<file path="src/rtl/vns_pkg.sv">
`timescale 1ns / 1ps
`default_nettype none
package vns_pkg;
    localparam int MAX_SEEDS  = 64;
    localparam int IDX_W      = $clog2(MAX_SEEDS);
    localparam int COORD_BITS = 12;
    localparam int KEY_W      = 2 * COORD_BITS + 1;
    localparam int FRAC_BITS  = 8;
    localparam int ROOT_W     = (KEY_W + 2 * FRAC_BITS + 1) / 2;
    localparam int RAD_W      = 2 * ROOT_W;
    localparam int REM_W      = ROOT_W + 2;
    localparam int CNT_W      = 7;
    localparam int STEP_W     = $clog2(ROOT_W + 1);

    localparam logic       CMD_LOAD    = 1'b0;
    localparam logic       CMD_SHADE   = 1'b1;
    localparam logic       MET_EUCLID  = 1'b0;
    localparam logic       MET_MANH    = 1'b1;
    localparam logic [1:0] CM_GRAY     = 2'd0;
    localparam logic [1:0] CM_CYAN     = 2'd1;
    localparam logic [1:0] CM_EDGE     = 2'd2;
    localparam logic [1:0] CM_PALETTE  = 2'd3;
    localparam logic [1:0] REG_COUNT   = 2'd0;
    localparam logic [1:0] REG_METRIC  = 2'd1;
    localparam logic [1:0] REG_MODE    = 2'd2;

    typedef struct packed {
        logic             valid;
        logic [KEY_W-1:0] key1;
        logic [KEY_W-1:0] key2;
        logic             have2;
        logic [23:0]      col;
    } t_link;

    typedef struct packed {
        logic                  load;
        logic [IDX_W-1:0]      index;
        logic [COORD_BITS-1:0] x;
        logic [COORD_BITS-1:0] y;
        logic [23:0]           col;
    } t_load;

    typedef enum logic [1:0] {
        ST_IDLE,
        ST_SQ1,
        ST_SQ2,
        ST_OUT
    } t_state;
endpackage
`default_nettype wire

</file>
<file path="src/rtl/vns_cell.sv">
`timescale 1ns / 1ps
`default_nettype none
module vns_cell (
    input  wire logic                              i_clk,
    input  wire logic                              i_rst_n,
    input  wire logic [vns_pkg::IDX_W-1:0]         i_index,
    input  wire logic [vns_pkg::CNT_W-1:0]         i_count,
    input  wire logic                              i_metric,
    input  wire logic [vns_pkg::COORD_BITS-1:0]    i_px,
    input  wire logic [vns_pkg::COORD_BITS-1:0]    i_py,
    input  wire vns_pkg::t_load                    i_load,
    input  wire vns_pkg::t_link                    i_link,
    output vns_pkg::t_link                         o_link
);
    logic [vns_pkg::COORD_BITS-1:0] r_x, r_y, dx, dy;
    logic [23:0]                    r_col;
    logic [vns_pkg::KEY_W-1:0]      key;
    logic                           active;
    vns_pkg::t_link                 r_link, n_link;

    always_ff @(posedge i_clk) begin
        if (i_load.load && i_load.index == i_index) begin
            r_x   <= i_load.x;
            r_y   <= i_load.y;
            r_col <= i_load.col;
        end
    end

    always_comb begin
        dx = (i_px >= r_x) ? i_px - r_x : r_x - i_px;
        dy = (i_py >= r_y) ? i_py - r_y : r_y - i_py;
        if (i_metric == vns_pkg::MET_MANH) begin
            key = vns_pkg::KEY_W'(dx) + vns_pkg::KEY_W'(dy);
        end else begin
            key = vns_pkg::KEY_W'(dx * dx) + vns_pkg::KEY_W'(dy * dy);
        end
        active = vns_pkg::CNT_W'(i_index) < i_count;
        n_link = i_link;
        if (i_link.valid && active) begin
            if (i_index == '0) begin
                n_link.key1  = key;
                n_link.col   = r_col;
                n_link.have2 = 1'b0;
            end else if (key < i_link.key1) begin
                n_link.key2  = i_link.key1;
                n_link.have2 = 1'b1;
                n_link.key1  = key;
                n_link.col   = r_col;
            end else if (!i_link.have2 || key < i_link.key2) begin
                n_link.key2  = key;
                n_link.have2 = 1'b1;
            end
        end
    end

    always_ff @(posedge i_clk) begin
        if (!i_rst_n) begin
            r_link <= '0;
        end else begin
            r_link <= n_link;
        end
    end

    assign o_link = r_link;
endmodule
`default_nettype wire

</file>
<file path="config.mk">
export PLATFORM = sky130hd
export DESIGN_NAME = vns_cell
export DESIGN_NICKNAME = d
export VERILOG_FILES = /design/src/rtl/vns_pkg.sv /design/src/rtl/vns_cell.sv
export SDC_FILE = /design/constraint.sdc
export NUM_CORES = 1
export LEC_CHECK = 0
export ABC_AREA = 1
export ABC_CLOCK_PERIOD_IN_PS = 17600
export BUFFER_PORTS_ARGS = -buffer_cell sky130_fd_sc_hd__buf_2
export CAP_MARGIN = 15
export CORE_MARGIN = 10
export CORE_UTILIZATION = 55
export CTS_CLUSTER_SIZE = 16
export DETAILED_ROUTE_END_ITERATION = 12
export PLACE_DENSITY = 0.78
export SKIP_CTS_REPAIR_TIMING = 1
export SLEW_MARGIN = 20
export SYNTH_ARGS = -nofsm -noshare
export SYNTH_HDL_FRONTEND = slang
export SYNTH_SLANG_ARGS = --single-unit
</file>
<file path="constraint.sdc">
create_clock -name i_clk -period 17.6 [get_ports i_clk]
set_clock_uncertainty 0.15 [all_clocks]
set_input_delay 0 -clock i_clk [delete_from_list [all_inputs] [get_ports i_clk]]
set_output_delay 0 -clock i_clk [all_outputs]
set_load 0.01 [all_outputs]
</file>
* Word-level counts from Yosys, hierarchy flattened
Index checks and enable logic that the tools add are counted.
** Operators by class
- Equal/unequal tests :: 1
- Add/subtract/negate cells :: 6
- Reductions and logical operators :: 5
- Bitwise gates (word level) :: 0
- Divide/modulo/power cells :: 0
- Order comparisons :: 5
- Muxes and demuxes :: 11
- Shift operators :: 0
- Multiply operators :: 2
** Operators with widths (number)
- 25-bit two-way mux :: 5
- 75-bit two-way mux :: 1
- 26-bit two-way mux :: 2
- 25-bit less-than comparator :: 2
- 12-bit by 12-bit multiplier with 24-bit output :: 2
- 12-bit subtractor :: 4
- 24-bit by 24-bit adder with 25-bit output :: 1
- 12-bit >= comparator :: 2
- 12-bit two-way mux :: 2
- 24-bit two-way mux :: 1
- 12-bit by 12-bit adder with 13-bit output :: 1
- 6-bit by 7-bit less-than comparator with 1-bit output :: 1
- 6-bit equality test :: 1
- 6-bit zero test :: 1
- 1-bit logical AND :: 2
- 1-bit zero test :: 1
- 1-bit logical OR :: 1
** Storage, ports and cells
- Output and inout bits :: 76
- Memories :: 0
- Latch bits :: 0
- Input bits :: 171
- Bits in writable memories :: 0
- Bits in registers :: 124
- Bits in read-only memories :: 0
- Word-level logic and storage cells :: 38

* Logic depth before layout (Yosys ltp)
Gate-level depths: netlist (run 1).
- Depth after elaboration :: 11
- Mapped depth :: 53
- Mapped depth without buffers :: 51

* Worst setup path after synthesis (run 1)
Ideal clock, no wire load.
- Path type :: reg2reg
- From :: register r_x[0] (netlist name)
- To :: register r_link (netlist bit o_link[50])
- Arrival time :: 9.085 ns
- Library setup time :: 0.129 ns
- Path buffers :: 2
- Path slack :: 8.236 ns
- Cell stages (with the launch flop) :: 45
- Period minus slack after synthesis :: 9.364 ns
- Data required time :: 17.321 ns
- Path through :: edfxtp_1 -> ha_1 -> inv_1 -> fa_1 -> inv_1 -> nor2_1 -> nor2_4 -> nand2_1 -> nand2_1 -> nand3_2 -> buf_2 -> o21ai_0 -> inv_2 -> nor2_1 -> inv_1 -> fa_1 -> fa_1 -> fa_1 -> (+9 left out) -> o21ai_0 -> a21oi_1 -> o21ai_0 -> nand3_1 -> nand2_1 -> o21ai_0 -> a21oi_1 -> ha_1 -> a21oi_1 -> o21ai_0 -> a21oi_1 -> a21boi_0 -> nand2_1 -> nand2_1 -> nand2_1 -> clkinv_1 -> clkbuf_1 -> a21oi_1
** Between the ends
- Cells in the longest elaborated chain, start to end :: 9
- Elaborated cells between the ends (all ways) :: 12
- Classes of those cells :: 4 x add/sub; 1 x mul; 2 x order compare; 5 x mux
** RTL lines
- from (decl) :: line vns_cell.sv:15 : logic [vns_pkg::COORD_BITS-1:0] r_x, r_y, dx, dy;
- from (signal assigned) :: line vns_cell.sv:23 : r_x <= i_load.x;
- 12-bit subtractor / 12-bit >= comparator (equally long branches) :: line vns_cell.sv:30 : dx = (i_px >= r_x) ? i_px - r_x : r_x - i_px;
- 12-bit two-way mux * :: line vns_cell.sv:30
- 12-bit by 12-bit multiplier with 24-bit output :: line vns_cell.sv:35 : key = vns_pkg::KEY_W'(dx * dx) + vns_pkg::KEY_W'(dy * dy);
- 24-bit by 24-bit adder with 25-bit output :: line vns_cell.sv:35
- 25-bit two-way mux * :: line vns_cell.sv:32 : if (i_metric == vns_pkg::MET_MANH) begin
- 25-bit less-than comparator :: line vns_cell.sv:44 : end else if (key < i_link.key1) begin
- 25-bit two-way mux :: line vns_cell.sv:44
- 25-bit two-way mux * :: line vns_cell.sv:40 : if (i_index == '0) begin
- 75-bit two-way mux * :: line vns_cell.sv:39 : if (i_link.valid && active) begin
- to (signal assigned) :: line vns_cell.sv:60 : r_link <= n_link;
- to (decl) :: line vns_cell.sv:19 : vns_pkg::t_link r_link, n_link;
Mark *: on every way between the ends. The rest lies on a longest branch, timed or not.
A chain may end at the register's enable or synchronous reset.

* Worst setup path in the final report (run 1)
- From :: register r_x[0] (netlist name)
- To :: register r_link (netlist bit o_link[28])
** Between the ends
- Cells in the longest elaborated chain, start to end :: 11
- Elaborated cells between the ends (all ways) :: 15
- Classes of those cells :: 4 x add/sub; 1 x mul; 3 x order compare; 6 x mux; 1 x reduce/logical
** RTL lines
- 12-bit subtractor / 12-bit >= comparator (equally long branches) :: line vns_cell.sv:30
- 12-bit two-way mux * :: line vns_cell.sv:30
- 12-bit by 12-bit multiplier with 24-bit output :: line vns_cell.sv:35
- 24-bit by 24-bit adder with 25-bit output :: line vns_cell.sv:35
- 25-bit two-way mux * :: line vns_cell.sv:32
- 25-bit less-than comparator :: line vns_cell.sv:49 : end else if (!i_link.have2 || key < i_link.key2) begin
- 1-bit logical OR :: line vns_cell.sv:49
- 26-bit two-way mux :: line vns_cell.sv:49
- 26-bit two-way mux * :: line vns_cell.sv:44
- 25-bit two-way mux * :: line vns_cell.sv:40
- 75-bit two-way mux * :: line vns_cell.sv:39
Marked as above.

==> results of run 1 <==
## logic make-up (layout without fill, tap and decap cells)
family	Yosys count	count (layout)
AND/OR/NAND/NOR	653	653
buffers and inverters	550	937
adder cells (fa/ha/maj)	420	420
AO/OA/AOI/OAI	363	363
flip-flops	124	124
XOR/XNOR	49	49
multiplexers	1	1
other	0	6
## area by class of cell
type / count / share of cell area
sequential: 124 / 0.143
clock inverter: 10 / 0.00484
inverter: 505 / 0.0916
multi-input combinational: 1486 / 0.579
clock buffer: 22 / 0.0245
tap: 396 / 0.0239
antenna: 6 / 0.000725
timing repair buffer: 400 / 0.133
## per-stage QoR
stage	hold slack (ns)	setup WS [ns]
finish	0.0921	5.71
global route	0.125	5.01
CTS	-0.428	6.14
detailed placement	0.0281	6.18
global placement	0.0265	6.42
floorplan	-0.0565	8.24
## how the worst max path moves through the flow
stage | depth (start not counted) | slack [ns] | end | startpoint
after floorplan | 44 | 8.24 | o_link[50]$_SDFF_PN0_ | r_x[0]$_DFFE_PP_
after global placement | 43 | 6.42 | o_link[61]$_SDFF_PN0_ | r_x[0]$_DFFE_PP_
after detailed placement | 43 | 6.18 | o_link[61]$_SDFF_PN0_ | r_x[0]$_DFFE_PP_
after CTS | 43 | 6.14 | o_link[61]$_SDFF_PN0_ | r_x[0]$_DFFE_PP_
after global routing | 42 | 5.01 | o_link[28]$_SDFF_PN0_ | r_x[0]$_DFFE_PP_
final | 42 | 5.71 | o_link[28]$_SDFF_PN0_ | r_x[0]$_DFFE_PP_
## layout by cell type (no fill, tap or decap), drive strengths merged, types with 3 or more instances in the layout
master	n
edfxtp	48
a21o	7
clkbuf	22
fa	204
nand4	12
o2111ai	3
nand2	351
o211ai	12
o221ai	6
nor3	7
nand3	53
o21a	3
nor4	5
o21ai	142
clkinv	8
a21boi	3
xor2	38
o31ai	3
inv	505
a211oi	5
dfxtp	76
o21bai	15
or2	3
xnor2	11
diode	6
dlygate4sd3	144
ha	216
buf	256
a31oi	3
a21oi	156
nor2	218
## worst max-delay path: cells and delay by family, from the launching register on
kind	cells	cell delay (ns)
fa+ha+maj	11	4.62
compound gates	9	2.77
buf+inv	10	2.19
simple gates	12	1.65
flops	1	0.36
## state kept, by name (all words and copies together) (netlist names)
signal / flops
o_link: 76
r_x: 12
r_col: 24
r_y: 12
## metal layers
layer | track usage | wire (microns)
met5 | 0 | 12
met4 | 0.116 | 3180
met3 | 0.0440 | 4570
met2 | 0.428 | 26500
met1 | 0.328 | 21400
==> results.json, run 1 <==
{
  "status": "complete, no violations",
  "path_clk_slew_ns": 0.06,
  "ff_latch_area_sq_mm": 0.00296,
  "clock_path_buffers": 2,
  "die_w_microns": 196,
  "timing.fmax_ghz": 0.0841,
  "routed_wl_microns": 55700,
  "antenna_left": 0,
  "worstHoldPathType": "input pin to flop",
  "syn_area_sq_mm": 0.0170,
  "worstReg2RegStart": "r_x[0]$_DFFE_PP_",
  "fin_cells": 2949,
  "place_inst": 2767,
  "die_h_microns": 196,
  "initial_core_util": 0.556,
  "hold_violations": 0,
  "reg2reg_to": "o_link[28]$_SDFF_PN0_",
  "ios": 247,
  "dp_hpwl_microns": 42200,
  "yosys.area.top_type": "fa_1",
  "ys_top_cells_by_count": "inv_1 (492), nand2_1 (347), ha_1 (216)",
  "holdPathStages": 3,
  "final_util": 0.677,
  "synth_top_family_by_area": "adder cells",
  "finalNetCount": 3125,
  "grt_max_degree": 71,
  "ctsHtreeMaxLevel": 4,
  "antenna_found_initial": 6,
  "design_area_sq_mm": 0.0207,
  "cp.required_ns": 17.77,
  "rows": 64,
  "rsz0062_at_grt": "false",
  "grt_pass1_wl_microns": 80300,
  "period_needed_ns": 11.89,
  "crit_top_cell": "fa_1",
  "ys_seq_area_frac": 0.174,
  "whs_endpoint": "o_link[59]$_SDFF_PN0_",
  "arrival_ns": 12.06,
  "synth_compound_area_frac": 0.120,
  "grt-ovfl-total": 0,
  "root_buffer": "clkbuf_16",
  "avgSynthCellArea_sq_um": 7.87,
  "drc_errors": 0,
  "viasPerCell": 5.50,
  "worstHoldStart": "i_rst_n",
  "ys_warn_count": 0,
  "grt_pass1_vias": 15894,
  "routedWlPerCell_microns": 18.9,
  "critPathMaxFanout": 35,
  "syn-num-nets": 2751,
  "synth.distinct_cells": 53,
  "yosysMostFrequentCell": "inv_1",
  "drv_cap": 0,
  "synth_area_leaders": "fa_1 (24%), ha_1 (16%), inv_1 (11%)",
  "synth-seq-cells": 124,
  "drt-pass1-iter-count": 8,
  "syn2layout_area_growth_pct": 21.7,
  "grt_usage": 0.260,
  "slew_headroom": 0.228,
  "synth_adder_area_share": 0.399,
  "synth_ff_type": "dfxtp_1",
  "clk_latency_ns": 0.44,
  "crit_type": "flop to flop",
  "dieArea_sq_mm": 0.0384,
  "reg2regPathDepth": 42,
  "max_stage_delay_ns": 1.01,
  "synthSimpleGateAreaFrac": 0.155,
  "tritoncts": "yes",
  "dr.first_iter.drc_count": 1408,
  "fin_tns_setup_ns": 0,
  "critPathSlowestCell": "o21ai_0",
  "reg2reg_slack_ns": 5.71,
  "fin_crit_sh": 0.676,
  "drive_gt1_frac": 0.130,
  "place.gp.congestion": 0.985,
  "synth.top_cell.area_share": 0.240,
  "cts_buffers": 17,
  "cts.sinks": 124,
  "drv_slew": 0,
  "finalSetupViolCount": 0,
  "multi_input_area_sq_mm": 0.0120,
  "startpoint_type": "flop",
  "synth_edf_count": 48,
  "portBuffers": 246,
  "core_sq_mm": 0.0306,
  "postPlaceCellArea_sq_mm": 0.0186,
  "synth_xor_area_frac": 0.0288,
  "vias": 16222,
  "muxShareOfSynthArea": 0.000809,
  "tightest_slew_ns": 1.15,
  "cp-end-kind": "flop",
  "fillerInstances": 2468,
  "async_reset_ff_frac": 0,
  "netlist_instances": 2160
}
Power of run 1 is left out: the tool's default activity adds up to more than one toggle a clock period on the data nets, which glitch-free logic cannot reach.
==> inputs of run 2 (changes only) <==
Settings changed: ABC_CLOCK_PERIOD_IN_PS 17600 to 9700, CORE_UTILIZATION 55 to 54, PLACE_DENSITY 0.78 to 0.8.
Clock period 17.6 ns to 9.7 ns, I/O delays scaled along.
==> run 2 against run 1 <==
The run now ends with negative setup slack left. Via count increased by 8.1%. Die area rose by 1.7%. Register-to-register slack lost 5.9 ns. Worst hold slack worse by 0.053 ns. Critical endpoint is now o_link[7]$_SDFF_PN0_. Routed wire length increased by 15%.
==> results.json, run 2 (synthesis results as in run 1) <==
{
  "routed_wl_microns": 64000,
  "hold_violations": 0,
  "place.gp.congestion": 0.954,
  "drv_cap": 0,
  "cts.sinks": 124,
  "antenna_found_initial": 2,
  "ff_latch_area_sq_mm": 0.00296,
  "cp-end-kind": "flop",
  "viasPerCell": 5.71,
  "drive_gt1_frac": 0.252,
  "initial_core_util": 0.552,
  "cts_buffers": 17,
  "syn2layout_area_growth_pct": 34.8,
  "layout_common_cells": "inv_1 (480), nand2_1 (307), buf_2 (246), fa_1 (202), ha_1 (199)",
  "root_buffer": "clkbuf_16",
  "ios": 247,
  "status": "finished with violations",
  "grt_pass1_vias": 16419,
  "critPathMaxFanout": 7,
  "max_stage_delay_ns": 0.57,
  "fin_crit_sh": 1.02,
  "design_area_sq_mm": 0.0229,
  "grt_usage": 0.266,
  "fin_hold_ws_ns": 0.0389,
  "layout_setup_ws_ns": -0.179,
  "drv_slew": 0,
  "routedWlPerCell_microns": 20.8,
  "drt-pass1-iter-count": 12,
  "timing.fmax_ghz": 0.101,
  "drc_errors": 0,
  "dp_hpwl_microns": 43400,
  "dr.first_iter.drc_count": 1971,
  "multi_input_area_sq_mm": 0.0130,
  "tightest_slew_ns": 1.26,
  "clk_latency_ns": 0.47,
  "grt-ovfl-total": 0,
  "startpoint_type": "flop",
  "dieArea_sq_mm": 0.0390,
  "place_ws_ns": -0.324,
  "critPathSlowestCell": "fa_1",
  "finalSetupViolCount": 39,
  "arrival_ns": 10.07,
  "rsz0062_at_grt": "true",
  "die_w_microns": 197,
  "crit_buf_inv": 12,
  "crit_type": "flop to flop",
  "clock_path_buffers": 2,
  "period_needed_ns": 9.88,
  "path_delay_family": "adder cells",
  "path_clk_slew_ns": 0.08,
  "cp.required_ns": 9.89,
  "worstHoldPathType": "input pin to flop",
  "finalNetCount": 3250,
  "ctsHtreeMaxLevel": 4,
  "violations": "negative setup slack",
  "grt_pass1_wl_microns": 82500,
  "portBuffers": 246,
  "final_common_cell": "inv_1",
  "vias": 17528,
  "fillerInstances": 2090,
  "die_h_microns": 197,
  "tritoncts": "yes",
  "grt_max_degree": 53,
  "largest_register_ffs": 76,
  "antenna_left": 0,
  "postPlaceCellArea_sq_mm": 0.0195,
  "fin_tns_setup_ns": -3.01,
  "rows": 64,
  "core_sq_mm": 0.0308,
  "slew_headroom": 0.150
}
-- run 2: layout make-up --
cell class | instances | area share
multi-input combinational | 1486 | 0.567
timing repair buffer | 525 | 0.172
sequential | 124 | 0.129
inverter | 505 | 0.0829
tap | 396 | 0.0216
clock buffer | 17 | 0.0186
clock inverter | 15 | 0.00868
antenna | 3 | 0.000327
-- run 2: metal layers --
layer,vias to the layer above,wire length [microns],GRT usage,part of all wire
li1,7741,-,-,-
met1,8239,23000,0.330,0.36
met2,1186,31000,0.450,0.48
met3,360,6040,0.0523,0.094
met4,2,3890,0.0960,0.061
met5,-,8,0,0.00012
-- run 2: path summary, 6_finish.rpt --
path	start	slack, ns	endpoint	cells after the start
min reg2reg	r_col[2]$_DFFE_PP_	0.35	o_link[2]$_SDFF_PN0_	2
max reg2reg	r_x[0]$_DFFE_PP_	-0.18	o_link[7]$_SDFF_PN0_	45
min	i_load[54]	0.04	r_col[0]$_DFFE_PP_	2
max	r_x[0]$_DFFE_PP_	-0.18	o_link[7]$_SDFF_PN0_	45
-- run 2: per-stage QoR --
stage,instances,util
2_1_floorplan,2160,-
3_3_place_gp,2870,0.631
3_5_place_dp,2870,0.631
4_1_cts,2902,0.651
5_1_grt,3069,0.744
6_report,3071,0.744
Power of run 2 is left out for the same reason.
