==> config.mk <==
export PLATFORM = sky130hd
export DESIGN_NAME = vns_sqrt
export DESIGN_NICKNAME = d
export VERILOG_FILES = /design/src/rtl/vns_pkg.sv /design/src/rtl/vns_sqrt.sv
export SDC_FILE = /design/constraint.sdc
export NUM_CORES = 1
export LEC_CHECK = 0
export BUFFER_PORTS_ARGS = -buffer_cell sky130_fd_sc_hd__buf_2
export CELL_PAD_IN_SITES_DETAIL_PLACEMENT = 1
export CELL_PAD_IN_SITES_GLOBAL_PLACEMENT = 1
export CORE_ASPECT_RATIO = 1.1
export CORE_MARGIN = 10
export CORE_UTILIZATION = 50
export DETAILED_ROUTE_END_ITERATION = 8
export GPL_TIMING_DRIVEN = 0
export HOLD_SLACK_MARGIN = 0.08
export PLACE_DENSITY_LB_ADDON = 0.1
export SKIP_CTS_REPAIR_TIMING = 1
export SKIP_LAST_GASP = 1
export SLEW_MARGIN = 30
export SYNTH_ARGS = -nofsm -noshare
export SYNTH_HDL_FRONTEND = slang
export SYNTH_SLANG_ARGS = --single-unit
==> constraint.sdc <==
create_clock -name i_clk -period 7.26 [get_ports i_clk]
set_input_delay 0.363 -clock i_clk [delete_from_list [all_inputs] [get_ports i_clk]]
set_output_delay 0.363 -clock i_clk [all_outputs]
set_load 0.02 [all_outputs]
==> src/rtl/vns_pkg.sv <==
`timescale 1ns / 1ps
`default_nettype none
package vns_pkg;
    localparam int MAX_SEEDS  = 64;
    localparam int IDX_W      = $clog2(MAX_SEEDS);
    localparam int COORD_BITS = 12;
    localparam int KEY_W      = 2 * COORD_BITS + 1;
    localparam int FRAC_BITS  = 8;
    localparam int ROOT_W     = (KEY_W + 2 * FRAC_BITS + 1) / 2;
    localparam int RAD_W      = 2 * ROOT_W;
    localparam int REM_W      = ROOT_W + 2;
    localparam int CNT_W      = 7;
    localparam int STEP_W     = $clog2(ROOT_W + 1);

    localparam logic       CMD_LOAD    = 1'b0;
    localparam logic       CMD_SHADE   = 1'b1;
    localparam logic       MET_EUCLID  = 1'b0;
    localparam logic       MET_MANH    = 1'b1;
    localparam logic [1:0] CM_GRAY     = 2'd0;
    localparam logic [1:0] CM_CYAN     = 2'd1;
    localparam logic [1:0] CM_EDGE     = 2'd2;
    localparam logic [1:0] CM_PALETTE  = 2'd3;
    localparam logic [1:0] REG_COUNT   = 2'd0;
    localparam logic [1:0] REG_METRIC  = 2'd1;
    localparam logic [1:0] REG_MODE    = 2'd2;

    typedef struct packed {
        logic             valid;
        logic [KEY_W-1:0] key1;
        logic [KEY_W-1:0] key2;
        logic             have2;
        logic [23:0]      col;
    } t_link;

    typedef struct packed {
        logic                  load;
        logic [IDX_W-1:0]      index;
        logic [COORD_BITS-1:0] x;
        logic [COORD_BITS-1:0] y;
        logic [23:0]           col;
    } t_load;

    typedef enum logic [1:0] {
        ST_IDLE,
        ST_SQ1,
        ST_SQ2,
        ST_OUT
    } t_state;
endpackage
`default_nettype wire

==> src/rtl/vns_sqrt.sv <==
`timescale 1ns / 1ps
`default_nettype none
module vns_sqrt (
    input  wire logic                          i_clk,
    input  wire logic                          i_rst_n,
    input  wire logic                          i_start,
    input  wire logic [vns_pkg::RAD_W-1:0]     i_radicand,
    output logic                               o_done,
    output logic [vns_pkg::ROOT_W-1:0]         o_root,
    output logic                               o_rem_nz
);
    logic                            r_busy, r_done;
    logic [vns_pkg::STEP_W-1:0]      r_cnt;
    logic [vns_pkg::RAD_W-1:0]       r_rad;
    logic [vns_pkg::ROOT_W-1:0]      r_root;
    logic [vns_pkg::REM_W-1:0]       r_rem, shifted, trial;

    always_comb begin
        shifted = {r_rem[vns_pkg::REM_W-3:0], r_rad[vns_pkg::RAD_W-1 -: 2]};
        trial   = {r_root, 2'b01};
    end

    always_ff @(posedge i_clk) begin
        if (!i_rst_n) begin
            r_busy <= 1'b0;
            r_done <= 1'b0;
        end else begin
            r_done <= 1'b0;
            if (i_start) begin
                r_busy <= 1'b1;
                r_cnt  <= vns_pkg::STEP_W'(vns_pkg::ROOT_W);
                r_rad  <= i_radicand;
                r_root <= '0;
                r_rem  <= '0;
            end else if (r_busy) begin
                r_rad <= r_rad << 2;
                if (shifted >= trial) begin
                    r_rem  <= shifted - trial;
                    r_root <= {r_root[vns_pkg::ROOT_W-2:0], 1'b1};
                end else begin
                    r_rem  <= shifted;
                    r_root <= {r_root[vns_pkg::ROOT_W-2:0], 1'b0};
                end
                r_cnt <= r_cnt - vns_pkg::STEP_W'(1);
                if (r_cnt == vns_pkg::STEP_W'(1)) begin
                    r_busy <= 1'b0;
                    r_done <= 1'b1;
                end
            end
        end
    end

    assign o_done   = r_done;
    assign o_root   = r_root;
    assign o_rem_nz = |r_rem;
endmodule
`default_nettype wire

* Word-level counts from Yosys, hierarchy flattened *
Index checks and enable logic that the tools add are counted.

storage, ports and cells
  bits in registers = 93
  input bits = 45
  output and inout bits = 23

operators by class
  add/sub/neg operators = 2
  $lt $le $gt $ge = 1
  equal/unequal tests = 1
  mux-type cells = 11
  bitwise logic cells = 2
  reduce and logical (&&, ||, !) cells = 4

operators by type and width
  cell                                                                 number
  42-bit two-way mux                                                   2
  23-bit two-way mux                                                   2
  23-bit greater-or-equal comparator                                   1
  23-bit OR reduction                                                  1
  23-bit subtractor                                                    1
  21-bit two-way mux                                                   1
  5-bit by 1-bit == test with 1-bit output (second input constant)     1
  1-bit two-way mux                                                    5
  5-bit two-way mux                                                    1
  5-bit by 1-bit subtractor with 5-bit output (second input constant)  1
  3-bit OR reduction                                                   1
  1-bit inverter                                                       2
  2-bit AND reduction                                                  1
  2-bit nonzero test                                                   1

* Longest topological paths before layout *
Gate-level depths: netlist (run 1).

  depth in word-level cells = 4
  depth in mapped cells = 12

* Worst setup path before layout (run 1) *
Ideal clock, no wire load.

  kind = input port to flip-flop
  start = input i_start
  end = register r_root, in the netlist o_root[0], enable pin
  setup time = 0.457 ns
  data arrival time = 2.979 ns
  data required time = 6.803 ns
  setup slack = 3.824 ns
  cell stages on the path = 3
  buffers on the path = 2
  path through = clkbuf_1 buf_1 o21a_1

between the ends
  word-level cells in the longest chain between the ends = 2

RTL lines
  element                               line            source
  start, declared                       vns_sqrt.sv:6   input wire logic i_start,
  2-bit nonzero test (no source line)   -
  2-bit AND reduction (no source line)  -
  end signal, assigned                  vns_sqrt.sv:39  r_root <= {r_root[vns_pkg::ROOT_W-2:0], 1'b1};
  end signal, assigned                  vns_sqrt.sv:42  r_root <= {r_root[vns_pkg::ROOT_W-2:0], 1'b0};
  end, declared                         vns_sqrt.sv:15  logic [vns_pkg::ROOT_W-1:0] r_root;

Every way passes these cells.
A chain may end at the register's enable or synchronous reset.

* Worst setup path in the final report (run 1) *
  start = register r_rem[2] (netlist bit)
  end = register r_rem[21] (netlist bit), data pin

between the ends
  word-level cells in the longest chain between the ends = 3

RTL lines
  element                                                                  line                            source
  start, declared                                                          vns_sqrt.sv:16                  logic [vns_pkg::REM_W-1:0] r_rem, shifted, trial;
  start signal, assigned                                                   vns_sqrt.sv:38                  r_rem <= shifted - trial;
  start signal, assigned                                                   vns_sqrt.sv:41                  r_rem <= shifted;
  23-bit subtractor or 23-bit greater-or-equal comparator (tied branches)  vns_sqrt.sv:38, vns_sqrt.sv:37
  23-bit two-way mux *                                                     vns_sqrt.sv:37                  if (shifted >= trial) begin
  23-bit two-way mux *                                                     vns_sqrt.sv:35                  end else if (r_busy) begin

Every way passes the cells marked *; elsewhere a longest branch is shown, timed or not. The select of a mux whose other input is x is not followed.

==> results of run 1 <==
-- cell type report --
cell class              instances  area, sq um
plain buffers                  18         82.6
clock buffers                  10          138
clock inverters                 6         46.3
fillers                      1068         4130
inverters                      29          109
multi-input cells             300         2140
flip-flops and latches         93         2770
well taps                     120          150
repair buffers                 68          370
-- state kept, by name, indices dropped and copies added (netlist names) --
register,cells
o_done,1
o_root,21
r_busy,1
r_cnt,5
r_rad,42
r_rem,23
-- worst max-delay path, stage by stage, from the launching register on --
cell and delay (ps):
edfxtp_1 470, ha_1 430, nand4_1 150, or4_1 520, o2111ai_1 170, o21ba_2 210
nor2_2 530, buf_4 310, nor2_1 60, a211oi_1 250
-- power by group through the flow --
stage	Combinational, W	Sequential, W	Clock (W)
after CTS	0.000306	0.000661	0.000340
final	0.000305	0.000661	0.000330
after floorplan	0.000208	0.000677	0
after detailed placement	0.000302	0.000673	0
after global placement	0.000286	0.000675	0
after global routing	0.000339	0.000666	0.000357
-- Yosys cell counts (4+ instances only) --
master	n	area share, %
or3_1	4	0.49
nand3b_1	6	0.88
nor2_1	46	3.4
nor4_1	7	0.86
clkbuf_1	7	0.52
inv_1	29	2.1
ha_1	25	6.1
nand2_1	21	1.5
a21oi_1	30	2.9
mux2i_1	6	1.2
xnor2_1	8	1.4
nor3_1	8	0.79
o21ai_0	17	1.7
mux2_2	40	8.8
xor2_1	11	1.9
buf_1	6	0.44
o21bai_1	5	0.74
o21a_1	9	1.3
edfxtp_1	91	54
nand3_1	11	1.1
a211oi_1	6	0.88
-- per-stage QoR --
step | setup slack, ps | total power (W) | instance area (sq um) | cells | utilization (%)
5_1_grt | 3770 | 0.00136 | 5810 | 644 | 58.5
3_5_place_dp | 4080 | 0.000976 | 5630 | 628 | 56.6
6_report | 3970 | 0.00130 | 5810 | 644 | 58.5
3_3_place_gp | 2640 | 0.000961 | 5580 | 626 | 56.2
4_1_cts | 3960 | 0.00131 | 5810 | 644 | 58.5
2_1_floorplan | 3820 | 0.000885 | 5100 | 440 | -
-- cell usage in the layout, fill, tap and decap left out, types with 6 or more instances in the layout --
cell and n:
nand3b_1 6, mux2i_1 6, nor2_1 46, xnor2_1 8, buf_1 6, clkbuf_8 10
buf_2 69, nor3_1 8, o21a_1 8, a211oi_1 6, clkbuf_1 7, ha_1 25
mux2_2 40, nand3_1 11, inv_1 29, xor2_1 11, nor4_1 7, nand2_1 21
o21ai_0 17, a21oi_1 30, edfxtp_1 91
-- final timing paths --
kind	startpoint	depth (start not counted)	endpoint	slack (ps)
max	r_rem[2]$_SDFFCE_PP0P_	9	r_rem[21]$_SDFFCE_PP0P_	3970
min	i_radicand[1]	2	r_rad[1]$_SDFFCE_PN0P_	260
max reg2reg	r_rem[2]$_SDFFCE_PP0P_	9	r_rem[21]$_SDFFCE_PP0P_	3970
min reg2reg	r_busy$_SDFF_PN0_	1	o_done$_SDFF_PP0_	540
-- kinds of logic after synthesis --
| kind of cell | count (synthesis) |
|---|---|
| muxes | 46 |
| AOI/OAI and AO/OA | 86 |
| DFF | 93 |
| buffers and inverters | 47 |
| adders and majority gates | 25 |
| and+or+nand+nor | 124 |
| xor gates and xnor gates | 19 |
-- layer usage --
| metal | up-vias | global-route usage (%) | part of all wire (%) |
|---|---|---|---|
| met5 | - | 0 | 0 |
| met4 | 0 | 7.30 | 2.6 |
| met3 | 22 | 5.18 | 5.8 |
| met2 | 77 | 30.3 | 50 |
| met1 | 1818 | 21.3 | 41 |
| li1 | 1792 | - | - |
==> results.md, run 1 <==
- Vias per inst: 5.76
- Chip width: 116 um
- Period utilisation layout: 45.3%
- Post-synth top flop: edfxtp_1
- Yosys cell types: 50
- Main combinational cell family by area after synthesis: simple AND/OR/NAND/NOR gates
- CP Class: reg -> reg
- Synth Area in Simple Gates: 11.8%
- Actual slew at the worst max-slew pin: 663 ps
- Total Neg Setup Slack: 0 ps
- VDD IR max: 0.169 mV
- Crit path DAT: 3480 ps
- DPL Wire Length: 9570 um
- Htree depth: 3
- Syn_area_per_cell: 11.6 sq um
- Minimum clock period: 3290 ps
- Worst Setup Start Kind: register
- Die height: 126 um
- Post-Syn Area: 5100 sq um
- Violation count after the first detailed-route iteration: 134
- #FFs+latches synth: 93
- CTS sink count: 93
- RSZ-0062 raised after global routing: false
- Multiplexer area fraction after synthesis: 10.0%
- CTS tree: done
- DRT Wirelength: 12700 um
- Xor and xnor area share after synthesis: 3.26%
- Full die area: 14600 sq um
- Routed via count: 3709
- Vias in the first global route: 4099
- CP max FO: 10
- Layout cells sized above 1: 25.4%
- Clock share of power: 25.4%
- Cell leakage power: 2.29 nW
- ANT nets after route: 0
- CTS Buf Count: 9
- Largest net degree at the start of global routing: 42
- Compound-gate portion of the synthesized area: 10.6%
- Int Power: 0.000898 W
- Synthesized-area fraction occupied by adder cells: 6.13%
- Max frequency: 0.304 GHz
- Max-cap violations: 0
- Synth Instances: 440
- Layout area overhead: 14.0%
- Hold Slack: 265 ps
- Final hold viol count: 0
- Initial cell density of the core: 51.3%
- GP Congestion: 0.839
- Initial DRT Pass Iterations: 4
- # diodes: 0
- First-pass GRT wire length: 20900 um
- WL/cell: 19.8 um
- Switching share of power: 30.7%
- Antenna violations before repair: 0
- Maximum clock path buffer count: 2
- All-layer global routing usage: 18.2%
- Share of total power in sequential cells: 51.0%
- IO Count: 68
- Slew HR: 54.7%
- Part of the Yosys area used for sequential elements: 54.4%
- Clk pin slew, worst setup/hold paths: 100 ps
- NetSw: 0.000397 W
- Cell Rows: 38
- Remaining global-route overflow: 0
- Logic pwr share: 23.5%
- Slew Viols, Final: 0
- Final setup vio count: 0
- Core region area: 9940 sq um
- Status: finished, final reports clean
- Hold/Removal Path Class: in -> reg
- Ys async rst share: 0%
- Clock latency on the worst-skew pair: 380 ps
- EDFF count, synth: 91
- Yosys warns: 0
- DRC viols: 0
- WP data required: 7450 ps
- # nets final: 589
- CTS Root Cell: clkbuf_8
- Clock skew: 13.1 ps
- PwrDens: 223 nW/um^2
- Port Buffers: 66
- Post-Syn Nets: 510
- Worst Setup End Kind: register
No activity file was read; power rests on OpenSTA's default activity.
==> run 2, diff against run 1 <==
CORE_UTILIZATION = 42   (was 50)
clock period = 2.85 ns   (was 7.26 ns; I/O delays follow)
==> results.md, run 2 (synthesis gave the netlist of run 1 again) <==
- DPL Wire Length: 9340 um (was 9570 um)
- CTS Buf Count: 9 (unchanged)
- Total Neg Setup Slack: -98.5 ps (was 0 ps)
- First-pass GRT wire length: 20300 um (was 20900 um)
- CTS Root Cell: clkbuf_16 (was clkbuf_8)
- Crit path DAT: 3110 ps (was 3480 ps)
- Core region area: 12000 sq um (was 9940 sq um)
- Initial DRT Pass Iterations: 4 (unchanged)
- Maximum clock path buffer count: 2 (unchanged)
- Slew Viols, Final: 0 (unchanged)
- Clk pin slew, worst setup/hold paths: 70 ps (was 100 ps)
- Max-cap violations: 0 (unchanged)
- PwrDens: 597 nW/um^2 (was 223 nW/um^2)
- Most common cell after layout, fill and taps aside: edfxtp_1 (unchanged)
- Worst Setup Start Kind: register (unchanged)
- Clock latency on the worst-skew pair: 350 ps (was 380 ps)
- Die height: 136 um (was 126 um)
- All-layer global routing usage: 14.7% (was 18.2%)
- CP Class: reg -> reg (unchanged)
- Worst Setup End Kind: register (unchanged)
- Full die area: 17000 sq um (was 14600 sq um)
- Final setup vio count: 3 (was 0)
- Most flop-heavy register: r_rad (unchanged)
- Actual slew at the worst max-slew pin: 774 ps (was 663 ps)
- Reg2reg path depth: 9 (unchanged)
- GP Congestion: 0.795 (was 0.839)
- Most frequent cells in the layout: 91 x edfxtp_1, 66 x buf_2, 46 x nor2_1 (was 91 x edfxtp_1, 69 x buf_2, 46 x nor2_1)
- Remaining global-route overflow: 0 (unchanged)
- CTS sink count: 93 (unchanged)
- Failing checks: setup timing
- DRT Wirelength: 12800 um (was 12700 um)
- Chip width: 125 um (was 116 um)
- RR Endpoint: r_rem[22]$_SDFFCE_PP0P_ (was r_rem[21]$_SDFFCE_PP0P_)
- Status: finished with violations (was finished, final reports clean)
- Hold Slack: 76.2 ps (was 265 ps)
- Worst R2R Start: r_rem[2]$_SDFFCE_PP0P_ (unchanged)
- Layout area overhead: 23.0% (was 14.0%)
- Violation count after the first detailed-route iteration: 167 (was 134)
- R2R Setup Slk: -50 ps (was 3970 ps)
- Hold/Removal Path Class: in -> reg (unchanged)
- Layout cells sized above 1: 31.4% (was 25.4%)
- Cell Rows: 42 (was 38)
- Htree depth: 3 (unchanged)
- Largest net degree at the start of global routing: 35 (was 42)
- ANT nets after route: 0 (unchanged)
- FILL cells: 1306 (was 1068)
- Critical path, cell by cell: ha_4 > nand4_1 > or4_4 > o2111ai_2 > o21ba_4 > or2_1 > buf_6 > or4_1 > nand4_1 (was ha_1 > nand4_1 > or4_1 > o2111ai_1 > o21ba_2 > nor2_2 > buf_4 > nor2_1 > a211oi_1)
- Minimum clock period: 2900 ps (was 3290 ps)
- Max frequency: 0.345 GHz (was 0.304 GHz)
- WL/cell: 18.4 um (was 19.8 um)
- Max FFs per register: 42 (unchanged)
- Vias per inst: 5.36 (was 5.76)
- Period utilisation layout: 102% (was 45.3%)
- Cell leakage power: 2.44 nW (was 2.29 nW)
- Initial cell density of the core: 42.6% (was 51.3%)
- Vias in the first global route: 3923 (was 4099)
- CTS tree: done (unchanged)
- Hold Startpoint: i_radicand[0] (was i_radicand[1])
- # diodes: 0 (unchanged)
- CP max FO: 8 (was 10)
- Final hold viol count: 0 (unchanged)
- Clock skew: 7.30 ps (was 13.1 ps)
- CP max-delay cell: or4_4 (was nor2_2)
- # nets final: 604 (was 589)
- DRC viols: 0 (unchanged)
- Largest stage delay, worst path: 510 ps (was 530 ps)
- Hold path cells: 2 (unchanged)
- IO Count: 68 (unchanged)
- VDD IR max: 0.330 mV (was 0.169 mV)
- Slew HR: 48.4% (was 54.7%)
- Destination of the worst hold path: r_rad[0]$_SDFFCE_PN0P_ (was r_rad[1]$_SDFFCE_PN0P_)
- Most used cell along the critical path: nand4_1
- PnR worst setup slack: -50.1 ps (was 3970 ps)
- Port Buffers: 66 (unchanged)
- RSZ-0062 raised after global routing: true (was false)
- Antenna violations before repair: 0 (unchanged)
- WP data required: 3060 ps (was 7450 ps)
- Routed via count: 3714 (was 3709)
## run 2: cell types whose count changed in the layout (fill, tap and decap cells not counted), sizes merged
cell,delta
buf,+16
clkbuf,-2
clkinv,+1
clkinvlp,-1
inv,+1
## run 2: cell type report
cell class	instances	area, sq um	share of cell area [%]
plain buffers	18	101	1.62
repair buffers	83	490	7.82
flip-flops and latches	93	2770	44.2
clock buffers	9	225	3.59
inverters	29	109	1.74
clock inverters	7	70.1	1.12
well taps	154	193	3.07
multi-input cells	300	2310	36.9
## run 2: worst max-delay path by stage
| stage | from | slack (ps) | to |
|---|---|---|---|
| floorplan | o_root[17]$_SDFFCE_PP0P_ | 5 | r_rem[22]$_SDFFCE_PP0P_ |
| global placement | i_start | -330 | r_rem[4]$_SDFFCE_PP0P_ |
| detailed placement | r_rem[12]$_SDFFCE_PP0P_ | -380 | r_rem[9]$_SDFFCE_PP0P_ |
| CTS | r_rem[12]$_SDFFCE_PP0P_ | -390 | r_rem[9]$_SDFFCE_PP0P_ |
| global route | r_rem[2]$_SDFFCE_PP0P_ | -150 | r_rem[22]$_SDFFCE_PP0P_ |
| finish | r_rem[2]$_SDFFCE_PP0P_ | -50 | r_rem[22]$_SDFFCE_PP0P_ |
## run 2: through the flow
stage | util [%] | power, W | setup slack, ps | instances | area, sq um
floorplan | - | 0.00227 | 4.70 | 440 | 5150
global placement | 47.4 | 0.00247 | -331 | 660 | 5680
detailed placement | 47.8 | 0.00250 | -381 | 662 | 5720
CTS | 50.2 | 0.00369 | -390 | 678 | 6020
global route | 52.4 | 0.00395 | -146 | 693 | 6270
finish | 52.4 | 0.00375 | -50.1 | 693 | 6270
## run 2: power by group
part | switching [W] | total (W) | internal, W
Combinational | 0.000490 | 0.000888 | 0.000399
Sequential | 0.0000562 | 0.00169 | 0.00163
Clock | 0.000559 | 0.00117 | 0.000613
Total | 0.00110 | 0.00375 | 0.00264
## run 2: layer usage
layer / global-route usage, % / wire, um / vias to the layer above
li1: - / - / 1819
met1: 16.6 / 5340 / 1815
met2: 26.2 / 6610 / 65
met3: 3.99 / 615 / 15
met4: 5.06 / 191 / 0
met5: 0 / 0 / -
## run 2: critical path, delay by kind of cell, from the launching register on
family / cells / cell delay, ps
buffers and inverters: 1 / 150
AND/OR/NAND/NOR: 5 / 1460
flip-flops: 1 / 460
adder cells (fa/ha/maj): 1 / 330
AO/OA/AOI/OAI: 2 / 360
